**src/hw/rtl/tmua_pkg.sv**
```systemverilog
// Shared constants, types and the controller state enum of the timed multi-unit allocator.
// Depends on nothing; every other file of the block but tmua_ram imports it.
`default_nettype none

package tmua_pkg;

  localparam int unsigned MAX_UNITS  = 128;
  localparam int unsigned TIME_WIDTH = 20;

  localparam int unsigned END_W  = TIME_WIDTH + 1;
  localparam int unsigned IDX_W  = (MAX_UNITS > 1) ? $clog2(MAX_UNITS) : 1;
  localparam int unsigned CNT_W  = $clog2(MAX_UNITS + 1);
  localparam int unsigned WANT_W = 8;
  localparam int unsigned HOLD_W = 10;
  localparam int unsigned ACT_W  = 8;
  localparam int unsigned SUM_W  = 14;

  localparam int unsigned PADDR_W = 3;
  localparam int unsigned PDATA_W = 32;

  localparam logic [ACT_W-1:0] ACTIVE_RESET = ACT_W'(128);

  // register index carried in paddr[2]
  localparam logic [0:0] REG_ACTIVE_UNITS = 1'b0;

  typedef enum logic [2:0] {
    ST_IDLE,
    ST_REL,
    ST_CHECK,
    ST_ALLOC,
    ST_DONE
  } tmua_state_e;

  typedef struct packed {
    logic load;
    logic rel_step;
    logic alloc_init;
    logic alloc_step;
    logic publish;
  } tmua_cmd_t;

  typedef struct packed {
    logic rel_done;
    logic enough;
    logic alloc_done;
    logic out_free;
  } tmua_sts_t;

endpackage

`default_nettype wire

```
**src/hw/rtl/tmua_req_if.sv**
```systemverilog
// Request channel: valid/ready handshake with arrival time, units wanted and hold time.
// Depends on tmua_pkg for field widths.
`default_nettype none

interface tmua_req_if import tmua_pkg::*; ();
  logic                  valid;
  logic                  ready;
  logic [TIME_WIDTH-1:0] arrival_time;
  logic [WANT_W-1:0]     units_wanted;
  logic [HOLD_W-1:0]     hold_time;

  modport source (output valid, output arrival_time, output units_wanted,
                  output hold_time, input ready);
  modport sink   (input valid, input arrival_time, input units_wanted,
                  input hold_time, output ready);
endinterface

`default_nettype wire

```
**src/hw/rtl/tmua_rsp_if.sv**
```systemverilog
// Result channel: valid/ready handshake with grant flag and unit number sum.
// Depends on tmua_pkg for field widths.
`default_nettype none

interface tmua_rsp_if import tmua_pkg::*; ();
  logic             valid;
  logic             ready;
  logic             granted;
  logic [SUM_W-1:0] unit_sum;

  modport source (output valid, output granted, output unit_sum, input ready);
  modport sink   (input valid, input granted, input unit_sum, output ready);
endinterface

`default_nettype wire

```
**src/hw/rtl/timed_multi_unit_allocator.sv**
```systemverilog
// Top level of the timed multi-unit allocator: APB register, controller and datapath.
// Depends on tmua_pkg, tmua_req_if, tmua_rsp_if, tmua_ctrl and tmua_dp.
//
//   channel  dir  handshake          payload
//   req_i    in   valid/ready        arrival_time[19:0] units_wanted[7:0] hold_time[9:0]
//   rsp_o    out  valid/ready        granted unit_sum[13:0]
//   apb      in   psel/penable/pwrite  paddr[2:0] pwdata[31:0], read on prdata
//
// An item passes through accept, release scan, decision, allocation scan and result in that
// order; the allocation scan ends once the last wanted unit is granted, and it is skipped
// when the item is rejected.
// The release scan reads the end-time RAM one unit per cycle; the allocation scan walks the
// busy bits one unit per cycle. The result waits in ST_DONE while the output register is full and not being read.
// The next item is taken once the previous result sits in the output register.
// Reset frees every unit and sets active_units to 128; no clearing pass is needed.
`default_nettype none

module timed_multi_unit_allocator import tmua_pkg::*; (
  input  wire logic               clk_i,
  input  wire logic               rst_ni,
  input  wire logic               psel,
  input  wire logic               penable,
  input  wire logic               pwrite,
  input  wire logic [PADDR_W-1:0] paddr,
  input  wire logic [PDATA_W-1:0] pwdata,
  output logic      [PDATA_W-1:0] prdata,
  output logic                    pready,
  tmua_req_if.sink                req_i,
  tmua_rsp_if.source              rsp_o
);

  logic [ACT_W-1:0] active_q;
  logic [CNT_W-1:0] lim;
  logic             cfg_wr;
  tmua_cmd_t        cmd;
  tmua_sts_t        sts;

  assign pready = 1'b1;
  assign cfg_wr = psel && penable && pwrite && (paddr[2] == REG_ACTIVE_UNITS);

  always_ff @(posedge clk_i or negedge rst_ni) begin
    if (!rst_ni) begin
      active_q <= ACTIVE_RESET;
    end else if (cfg_wr) begin
      active_q <= pwdata[ACT_W-1:0];
    end
  end

  assign prdata = (paddr[2] == REG_ACTIVE_UNITS) ? PDATA_W'(active_q) : '0;

  // clamp the unit count to the pool size
  assign lim = (32'(active_q) > 32'(MAX_UNITS)) ? CNT_W'(MAX_UNITS) : CNT_W'(active_q);

  tmua_ctrl u_ctrl (
    .clk_i       (clk_i),
    .rst_ni      (rst_ni),
    .req_valid_i (req_i.valid),
    .req_ready_o (req_i.ready),
    .sts_i       (sts),
    .cmd_o       (cmd)
  );

  tmua_dp u_dp (
    .clk_i          (clk_i),
    .rst_ni         (rst_ni),
    .cmd_i          (cmd),
    .sts_o          (sts),
    .lim_i          (lim),
    .arrival_time_i (req_i.arrival_time),
    .units_wanted_i (req_i.units_wanted),
    .hold_time_i    (req_i.hold_time),
    .rsp_valid_o    (rsp_o.valid),
    .rsp_ready_i    (rsp_o.ready),
    .rsp_granted_o  (rsp_o.granted),
    .rsp_unit_sum_o (rsp_o.unit_sum)
  );

  a_accept_starts_scan: assert property (@(posedge clk_i) disable iff (!rst_ni)
    req_i.valid && req_i.ready |=> cmd.rel_step)
    else $error("accepted item did not start the release scan");

  a_publish_slot_free: assert property (@(posedge clk_i) disable iff (!rst_ni)
    cmd.publish |-> sts.out_free)
    else $error("result written over a pending result");

  a_alloc_only_if_fits: assert property (@(posedge clk_i) disable iff (!rst_ni)
    cmd.alloc_step |-> sts.enough)
    else $error("allocation scan running for a request that does not fit");

  a_reject_sum_zero: assert property (@(posedge clk_i) disable iff (!rst_ni)
    rsp_o.valid && !rsp_o.granted |-> rsp_o.unit_sum == '0)
    else $error("rejected item carries a nonzero unit sum");

endmodule

`default_nettype wire

```
**src/hw/rtl/tmua_ram.sv**
```systemverilog
// Generic single-write, single-read RAM with registered read data.
// Stand-alone; holds the per-unit end times.
`default_nettype none

module tmua_ram #(
  parameter int unsigned WIDTH = 8,
  parameter int unsigned DEPTH = 16,
  localparam int unsigned AW = (DEPTH > 1) ? $clog2(DEPTH) : 1
) (
  input  wire logic             clk_i,
  input  wire logic             we_i,
  input  wire logic [AW-1:0]    waddr_i,
  input  wire logic [WIDTH-1:0] wdata_i,
  input  wire logic [AW-1:0]    raddr_i,
  output logic      [WIDTH-1:0] rdata_o
);

  logic [WIDTH-1:0] mem_q [DEPTH];

  always_ff @(posedge clk_i) begin
    if (we_i) begin
      mem_q[waddr_i] <= wdata_i;
    end
    rdata_o <= mem_q[raddr_i];
  end

endmodule

`default_nettype wire

```
**src/hw/rtl/tmua_ctrl.sv**
```systemverilog
// Sequencing state machine: accept, release scan, decision, allocation scan, result.
// Depends on tmua_pkg for the state enum and the command/status structs.
`default_nettype none

module tmua_ctrl import tmua_pkg::*; (
  input  wire logic      clk_i,
  input  wire logic      rst_ni,
  input  wire logic      req_valid_i,
  output logic           req_ready_o,
  input  wire tmua_sts_t sts_i,
  output tmua_cmd_t      cmd_o
);

  tmua_state_e state_q, state_d;

  always_ff @(posedge clk_i or negedge rst_ni) begin
    if (!rst_ni) begin
      state_q <= ST_IDLE;
    end else begin
      state_q <= state_d;
    end
  end

  always_comb begin
    state_d     = state_q;
    cmd_o       = '0;
    req_ready_o = 1'b0;
    case (state_q)
      ST_IDLE: begin
        req_ready_o = 1'b1;
        if (req_valid_i) begin
          cmd_o.load = 1'b1;
          state_d    = ST_REL;
        end
      end
      ST_REL: begin
        cmd_o.rel_step = 1'b1;
        if (sts_i.rel_done) begin
          state_d = ST_CHECK;
        end
      end
      ST_CHECK: begin
        cmd_o.alloc_init = 1'b1;
        state_d          = sts_i.enough ? ST_ALLOC : ST_DONE;
      end
      ST_ALLOC: begin
        if (sts_i.alloc_done) begin
          state_d = ST_DONE;
        end else begin
          cmd_o.alloc_step = 1'b1;
        end
      end
      ST_DONE: begin
        // hold until the result register is free
        if (sts_i.out_free) begin
          cmd_o.publish = 1'b1;
          state_d       = ST_IDLE;
        end
      end
      default: begin
        state_d = ST_IDLE;
      end
    endcase
  end

endmodule

`default_nettype wire

```
**src/hw/rtl/tmua_dp.sv**
```systemverilog
// Datapath: busy bits, end-time RAM, scan counter, free count, sum and result register.
// Depends on tmua_pkg and tmua_ram.
`default_nettype none

module tmua_dp import tmua_pkg::*; (
  input  wire logic                  clk_i,
  input  wire logic                  rst_ni,
  input  wire tmua_cmd_t             cmd_i,
  output tmua_sts_t                  sts_o,
  input  wire logic [CNT_W-1:0]      lim_i,
  input  wire logic [TIME_WIDTH-1:0] arrival_time_i,
  input  wire logic [WANT_W-1:0]     units_wanted_i,
  input  wire logic [HOLD_W-1:0]     hold_time_i,
  output logic                       rsp_valid_o,
  input  wire logic                  rsp_ready_i,
  output logic                       rsp_granted_o,
  output logic [SUM_W-1:0]           rsp_unit_sum_o
);

  logic [MAX_UNITS-1:0]  busy_q, busy_d;
  logic [CNT_W-1:0]      cnt_q, cnt_d;
  logic [CNT_W-1:0]      free_q, free_d;
  logic                  out_v_q, out_v_d;

  logic [TIME_WIDTH-1:0] now_q;
  logic [END_W-1:0]      end_q;
  logic [WANT_W-1:0]     want_q;
  logic [WANT_W-1:0]     left_q, left_d;
  logic [SUM_W-1:0]      sum_q, sum_d;
  logic                  grant_q;
  logic                  out_granted_q;
  logic [SUM_W-1:0]      out_sum_q;

  logic [IDX_W-1:0]      p_idx;
  logic [IDX_W-1:0]      a_idx;
  logic [END_W-1:0]      ram_rdata;
  logic                  ram_we;
  logic                  expired;

  // read address runs one ahead of the unit being checked
  tmua_ram #(
    .WIDTH (END_W),
    .DEPTH (MAX_UNITS)
  ) u_end_ram (
    .clk_i   (clk_i),
    .we_i    (ram_we),
    .waddr_i (a_idx),
    .wdata_i (end_q),
    .raddr_i (cnt_q[IDX_W-1:0]),
    .rdata_o (ram_rdata)
  );

  assign p_idx   = IDX_W'(cnt_q - CNT_W'(1));
  assign a_idx   = cnt_q[IDX_W-1:0];
  assign expired = busy_q[p_idx] && (ram_rdata <= END_W'(now_q));

  assign sts_o.rel_done   = (cnt_q == CNT_W'(MAX_UNITS));
  assign sts_o.enough     = (32'(free_q) >= 32'(want_q));
  assign sts_o.alloc_done = (left_q == '0) || (cnt_q >= lim_i);
  assign sts_o.out_free   = !out_v_q || rsp_ready_i;

  always_comb begin
    busy_d  = busy_q;
    cnt_d   = cnt_q;
    free_d  = free_q;
    left_d  = left_q;
    sum_d   = sum_q;
    ram_we  = 1'b0;
    out_v_d = out_v_q;

    if (cmd_i.load) begin
      cnt_d  = '0;
      free_d = '0;
    end

    if (cmd_i.rel_step) begin
      if (cnt_q != '0) begin
        if (expired) begin
          busy_d[p_idx] = 1'b0;
        end
        if ((CNT_W'(p_idx) < lim_i) && (!busy_q[p_idx] || expired)) begin
          free_d = free_q + CNT_W'(1);
        end
      end
      if (cnt_q != CNT_W'(MAX_UNITS)) begin
        cnt_d = cnt_q + CNT_W'(1);
      end
    end

    if (cmd_i.alloc_init) begin
      cnt_d  = '0;
      left_d = want_q;
      sum_d  = '0;
    end

    if (cmd_i.alloc_step) begin
      if ((cnt_q < lim_i) && (left_q != '0) && !busy_q[a_idx]) begin
        busy_d[a_idx] = 1'b1;
        ram_we        = 1'b1;
        sum_d         = sum_q + SUM_W'(32'(cnt_q) + 32'd1);
        left_d        = left_q - WANT_W'(1);
      end
      cnt_d = cnt_q + CNT_W'(1);
    end

    if (cmd_i.publish) begin
      out_v_d = 1'b1;
    end else if (rsp_ready_i) begin
      out_v_d = 1'b0;
    end
  end

  always_ff @(posedge clk_i or negedge rst_ni) begin
    if (!rst_ni) begin
      busy_q  <= '0;
      cnt_q   <= '0;
      free_q  <= '0;
      out_v_q <= 1'b0;
    end else begin
      busy_q  <= busy_d;
      cnt_q   <= cnt_d;
      free_q  <= free_d;
      out_v_q <= out_v_d;
    end
  end

  always_ff @(posedge clk_i) begin
    left_q <= left_d;
    sum_q  <= sum_d;
    if (cmd_i.load) begin
      now_q  <= arrival_time_i;
      end_q  <= END_W'(arrival_time_i) + END_W'(hold_time_i);
      want_q <= units_wanted_i;
    end
    if (cmd_i.alloc_init) begin
      grant_q <= sts_o.enough;
    end
    if (cmd_i.publish) begin
      out_granted_q <= grant_q;
      out_sum_q     <= sum_q;
    end
  end

  assign rsp_valid_o    = out_v_q;
  assign rsp_granted_o  = out_granted_q;
  assign rsp_unit_sum_o = out_sum_q;

endmodule

`default_nettype wire

```
**src/flat_wrapper.sv**
```systemverilog
// flat-port wrapper written by rule: the top's interface ports become plain ports
module timed_multi_unit_allocator_flat import tmua_pkg::*;
  (clk_i, rst_ni, psel, penable, pwrite, paddr, pwdata, prdata, pready, req_i_valid, req_i_arrival_time, req_i_units_wanted, req_i_hold_time, req_i_ready, rsp_o_valid, rsp_o_granted, rsp_o_unit_sum, rsp_o_ready);
  tmua_req_if req_i_i ();
  tmua_rsp_if rsp_o_i ();
  input  wire logic clk_i;
  input  wire logic rst_ni;
  input  wire logic psel;
  input  wire logic penable;
  input  wire logic pwrite;
  input  wire logic [PADDR_W-1:0] paddr;
  input  wire logic [PDATA_W-1:0] pwdata;
  output logic      [PDATA_W-1:0] prdata;
  output logic pready;
  input wire logic [$bits(req_i_i.valid)-1:0] req_i_valid;
  input wire logic [$bits(req_i_i.arrival_time)-1:0] req_i_arrival_time;
  input wire logic [$bits(req_i_i.units_wanted)-1:0] req_i_units_wanted;
  input wire logic [$bits(req_i_i.hold_time)-1:0] req_i_hold_time;
  output wire logic [$bits(req_i_i.ready)-1:0] req_i_ready;
  output wire logic [$bits(rsp_o_i.valid)-1:0] rsp_o_valid;
  output wire logic [$bits(rsp_o_i.granted)-1:0] rsp_o_granted;
  output wire logic [$bits(rsp_o_i.unit_sum)-1:0] rsp_o_unit_sum;
  input wire logic [$bits(rsp_o_i.ready)-1:0] rsp_o_ready;
  assign req_i_i.valid = req_i_valid;
  assign req_i_i.arrival_time = req_i_arrival_time;
  assign req_i_i.units_wanted = req_i_units_wanted;
  assign req_i_i.hold_time = req_i_hold_time;
  assign req_i_ready = req_i_i.ready;
  assign rsp_o_valid = rsp_o_i.valid;
  assign rsp_o_granted = rsp_o_i.granted;
  assign rsp_o_unit_sum = rsp_o_i.unit_sum;
  assign rsp_o_i.ready = rsp_o_ready;
  timed_multi_unit_allocator u_core (.clk_i(clk_i), .rst_ni(rst_ni), .psel(psel), .penable(penable), .pwrite(pwrite), .paddr(paddr), .pwdata(pwdata), .prdata(prdata), .pready(pready), .req_i(req_i_i), .rsp_o(rsp_o_i));
endmodule
```
**config.mk**
```make
export PLATFORM = sky130hd
export DESIGN_NAME = timed_multi_unit_allocator_flat
export DESIGN_NICKNAME = d
export VERILOG_FILES = /design/src/hw/rtl/tmua_pkg.sv /design/src/hw/rtl/tmua_req_if.sv /design/src/hw/rtl/tmua_rsp_if.sv /design/src/hw/rtl/timed_multi_unit_allocator.sv /design/src/hw/rtl/tmua_ram.sv /design/src/hw/rtl/tmua_ctrl.sv /design/src/hw/rtl/tmua_dp.sv /design/src/flat_wrapper.sv
export SDC_FILE = /design/constraint.sdc
export NUM_CORES = 2
export LEC_CHECK = 0
export BUFFER_PORTS_ARGS = -buffer_cell sky130_fd_sc_hd__buf_2
export CORE_AREA = 2 2 515 517
export CTS_CLUSTER_DIAMETER = 50
export DETAILED_ROUTE_END_ITERATION = 7
export DIE_AREA = 0 0 517 519
export GPL_ROUTABILITY_DRIVEN = 1
export PLACE_DENSITY = 0.59
export SYNTH_ARGS = -nofsm -noshare
export SYNTH_HDL_FRONTEND = slang
export SYNTH_HIERARCHICAL = 1
export SYNTH_SLANG_ARGS = --single-unit
export TNS_END_PERCENT = 1
```
**constraint.sdc**
```tcl
create_clock -name clk_i -period 5.39 [get_ports clk_i]
set_input_delay 1.078 -clock clk_i [delete_from_list [all_inputs] [get_ports clk_i]]
set_output_delay 1.078 -clock clk_i [all_outputs]
set_load 0.01 [all_outputs]
```
==> metrics.txt <==
Critical Path Fanout Max 64; power density over cell area 505 nW/um^2; Final Hold Fails 0; Post-CTS Resized 0; area of the mapped netlist 118000 um^2; Max-slew headroom 12.9%; sequential area share after synthesis 74.3%; clock latency on the worst-skew pair 0.95 ns; post-route insts no fill 9685; CP Class reg2reg; I/O Buffers 78; H-tree levels 5; most used cell, CP buf_4; grt total ovfl 0; Slew @ Worst Pin 1.31 ns; total track usage 22.7%; CTS tree built; chip height 519 um; Pre-antenna DRT Iters 5; combinational group share of total power 30.5%; Routed wire per std cell 31.4 um; clock skew 0.0465 ns; Sw Share 31.0%; distinct cell type count after synthesis 93; Achievable Freq 0.201 GHz; Worst Hold Class in2async; Die ar. 268000 um^2; async set or reset register ratio after synthesis 5.28%; fin worst setup slack 0.411 ns; Critical Path RT 6.17 ns; GP Congestion 0.883; Num CTS Buffers 328; final setup vio count 0; syn_area_per_cell 21.4 um^2; Die X 517 um; FP Rows 189; Final ANT Viol Nets 0; Syn-to-layout area delta 14.1%; DRC Markers 0; layout cell share with drive strength beyond 1 32.1%; Post-synth EDFFs 2753; crit-path cells inv_1 -> buf_4 -> ha_1 -> xnor2_4 -> buf_4 -> o221ai_1 -> a32oi_1 -> nor2_1 -> or4_1 -> a21oi_2 -> nand4_4 -> buf_4 -> o31ai_1 -> o21ai_0; Clock Sinks 2952; Seq pwr share 38.1%; placed insts 9107; post-layout minimum cycle time 4.98 ns; total leakage power 42.6 nW; CTS Hold Bufs 0; crit start category flip-flop; final slew viol count 0; CTS clk-pin slew, worst paths 0.06 ns; root buffer cell clkbuf_16; status completed; via count 58800; Final Cycle Share 92.4%; global-route wire length before repair 434000 um; Worst setup EP type flip-flop; CP max stage cell dfrtp_4; Seq cells post-synth 2952; internal power 46.7 mW; Core Area 263000 um^2; total of max-cap violations 0; WP data arrival 5.76 ns; CTS Buffer Depth 4; DP Wirelength 174000 um; setup bufs post-CTS 0; Vias/cell 6.07; IO Count 130; Initial Utilization 44.7%; pin count of the biggest net entering global routing 158; switching power 21.0 mW; setup TNS 0 ns; DR iter-0 viols 6937; Synth Warn # 6; RSZ-0062 raised after global routing no; initial antenna violation count 23; Mapped Cells 5498; clock share of power 31.4%; CP peak stage delay 0.67 ns; # nets final 6057; Total Routed Length 304000 um; dpl ws 0.324 ns; Peak VDD IR 0.525 mV; ys flop type edfxtp_1; vias in the first global route 59500
==> logic make-up (layout without fill, tap and decap cells) <==
family / count (synthesis) / after routing / synth area share (%)
AOI/OAI and AO/OA: 508 / 508 / 2.76
xor gates and xnor gates: 30 / 30 / 0.239
adders and majority gates: 69 / 69 / 0.747
buffers and inverters: 391 / 1015 / 1.59
DFF: 2952 / 2952 / 74.3
muxes: 968 / 968 / 17.9
other: 2 / 32 / 0.00638
and+or+nand+nor: 578 / 578 / 2.43
==> worst max-delay path, delay by kind of cell (launching register included) <==
family,cells,cell delay [ns]
xor gates and xnor gates,1,0.17
AOI/OAI and AO/OA,5,1.34
DFF,1,0.67
adders and majority gates,1,0.50
buffers and inverters,4,1.27
and+or+nand+nor,3,0.74
==> layer usage <==
| metal | track usage [%] | routed length [um] | up-vias |
|---|---|---|---|
| li1 | - | - | 23900 |
| met4 | 6.31 | 7840 | 2 |
| met2 | 36.5 | 148000 | 2456 |
| met5 | 0 | 13 | - |
| met1 | 32.5 | 125000 | 32000 |
| met3 | 3.47 | 22900 | 422 |
==> power by group through the flow <==
stage | registers (mW) | logic (mW) | clock network (mW)
finish | 25.8 | 20.6 | 21.3
global route | 25.8 | 21.6 | 22.6
CTS | 25.8 | 20.8 | 21.7
detailed placement | 26.3 | 20.7 | 0
global placement | 26.2 | 20.6 | 0
floorplan | 26.1 | 13.7 | 0
==> sequential cells by signal, indices dropped and copies added (netlist names) <==
| register | cells |
|---|---|
| u_core/u_dp/u_end_ram/mem_q | 2688 |
| u_core/u_dp/grant_q | 1 |
| u_core/u_dp/left_q | 8 |
| u_core/u_dp/rsp_valid_o | 1 |
| u_core/u_dp/now_q | 20 |
| u_core/active_q | 8 |
| u_core/u_dp/u_end_ram/rdata_o | 21 |
| u_core/u_dp/busy_q | 128 |
| u_core/u_dp/want_q | 8 |
| u_core/u_dp/sum_q | 14 |
| u_core/u_ctrl/state_q | 3 |
| u_core/u_dp/rsp_granted_o | 1 |
| u_core/u_dp/cnt_q | 8 |
| u_core/u_dp/free_q | 8 |
| u_core/u_dp/end_q | 21 |
| u_core/u_dp/rsp_unit_sum_o | 14 |
==> placed cells by master (no fill, tap or decap), types with 49 or more instances in the layout <==
| master | count |
|---|---|
| dfrtp_1 | 148 |
| nand2_1 | 144 |
| nand3_1 | 53 |
| clkinv_1 | 60 |
| buf_4 | 275 |
| inv_1 | 57 |
| nor2_1 | 61 |
| clkbuf_1 | 68 |
| clkbuf_16 | 333 |
| o31ai_1 | 72 |
| o21ai_0 | 217 |
| mux4_2 | 904 |
| nor2_2 | 107 |
| ha_1 | 67 |
| buf_2 | 77 |
| mux2_2 | 49 |
| edfxtp_1 | 2753 |
==> metrics by stage <==
| stage | total power, mW | hold slack [ns] | util, % | area [um^2] |
|---|---|---|---|---|
| after floorplan | 39.8 | 0.400 | - | 118000 |
| after global placement | 46.9 | 0.411 | 47.1 | 124000 |
| after detailed placement | 47.0 | 0.423 | 47.1 | 124000 |
| after CTS | 68.2 | 0.163 | 50.9 | 134000 |
| after global routing | 70.0 | 0.208 | 50.9 | 134000 |
| final | 67.7 | 0.182 | 51.0 | 134000 |
==> layout make-up <==
class,instances,area [um^2]
Fill cell,20700,129000
Sequential cell,2952,87500
Multi-Input combinational cell,2178,28800
Clock buffer,403,8620
Tap cell,3533,4420
Timing Repair Buffer,387,3140
Clock inverter,164,1510
Inverter,61,230
Antenna cell,7,17.5
==> path summary, 6_finish.rpt <==
path | start | endpoint | slack [ns] | cells after the start
max | u_core/u_dp/cnt_q[0] | u_core/u_dp/busy_q[4] | 0.41 | 14
min | rst_ni | u_core/u_dp/free_q[4] | 0.18 | 1
max reg2reg | u_core/u_dp/cnt_q[0] | u_core/u_dp/busy_q[4] | 0.41 | 14
min reg2reg | u_core/u_dp/grant_q | u_core/u_dp/rsp_granted_o | 0.44 | 0
max in group asynchronous | rst_ni | u_core/u_dp/cnt_q[6] | 4.01 | 2
min in group clk_i | req_i_units_wanted[1] | u_core/u_dp/want_q[1] | 0.32 | 1
==> cell usage after synthesis (all sizes together), types with 13 or more instances <==
master,number,share of area (%)
a21oi,46,0.20
a21o,16,0.10
inv,59,0.19
nor2b,39,0.21
xnor2,21,0.17
a221oi,18,0.13
edfxtp,2753,70
o31ai,72,0.46
dfrtp,155,3.3
and3,13,0.069
dfxtp,43,0.73
o21ai,238,1.0
nand2,144,0.46
ha,67,0.71
clkbuf,167,0.53
mux2i,14,0.12
mux2,50,0.48
nor3,42,0.19
nand2b,17,0.093
nor2,181,0.58
nand4,21,0.14
o22ai,13,0.080
nand3,55,0.24
buf,163,0.86
mux4,904,17
(Power assumes the default switching activity.)
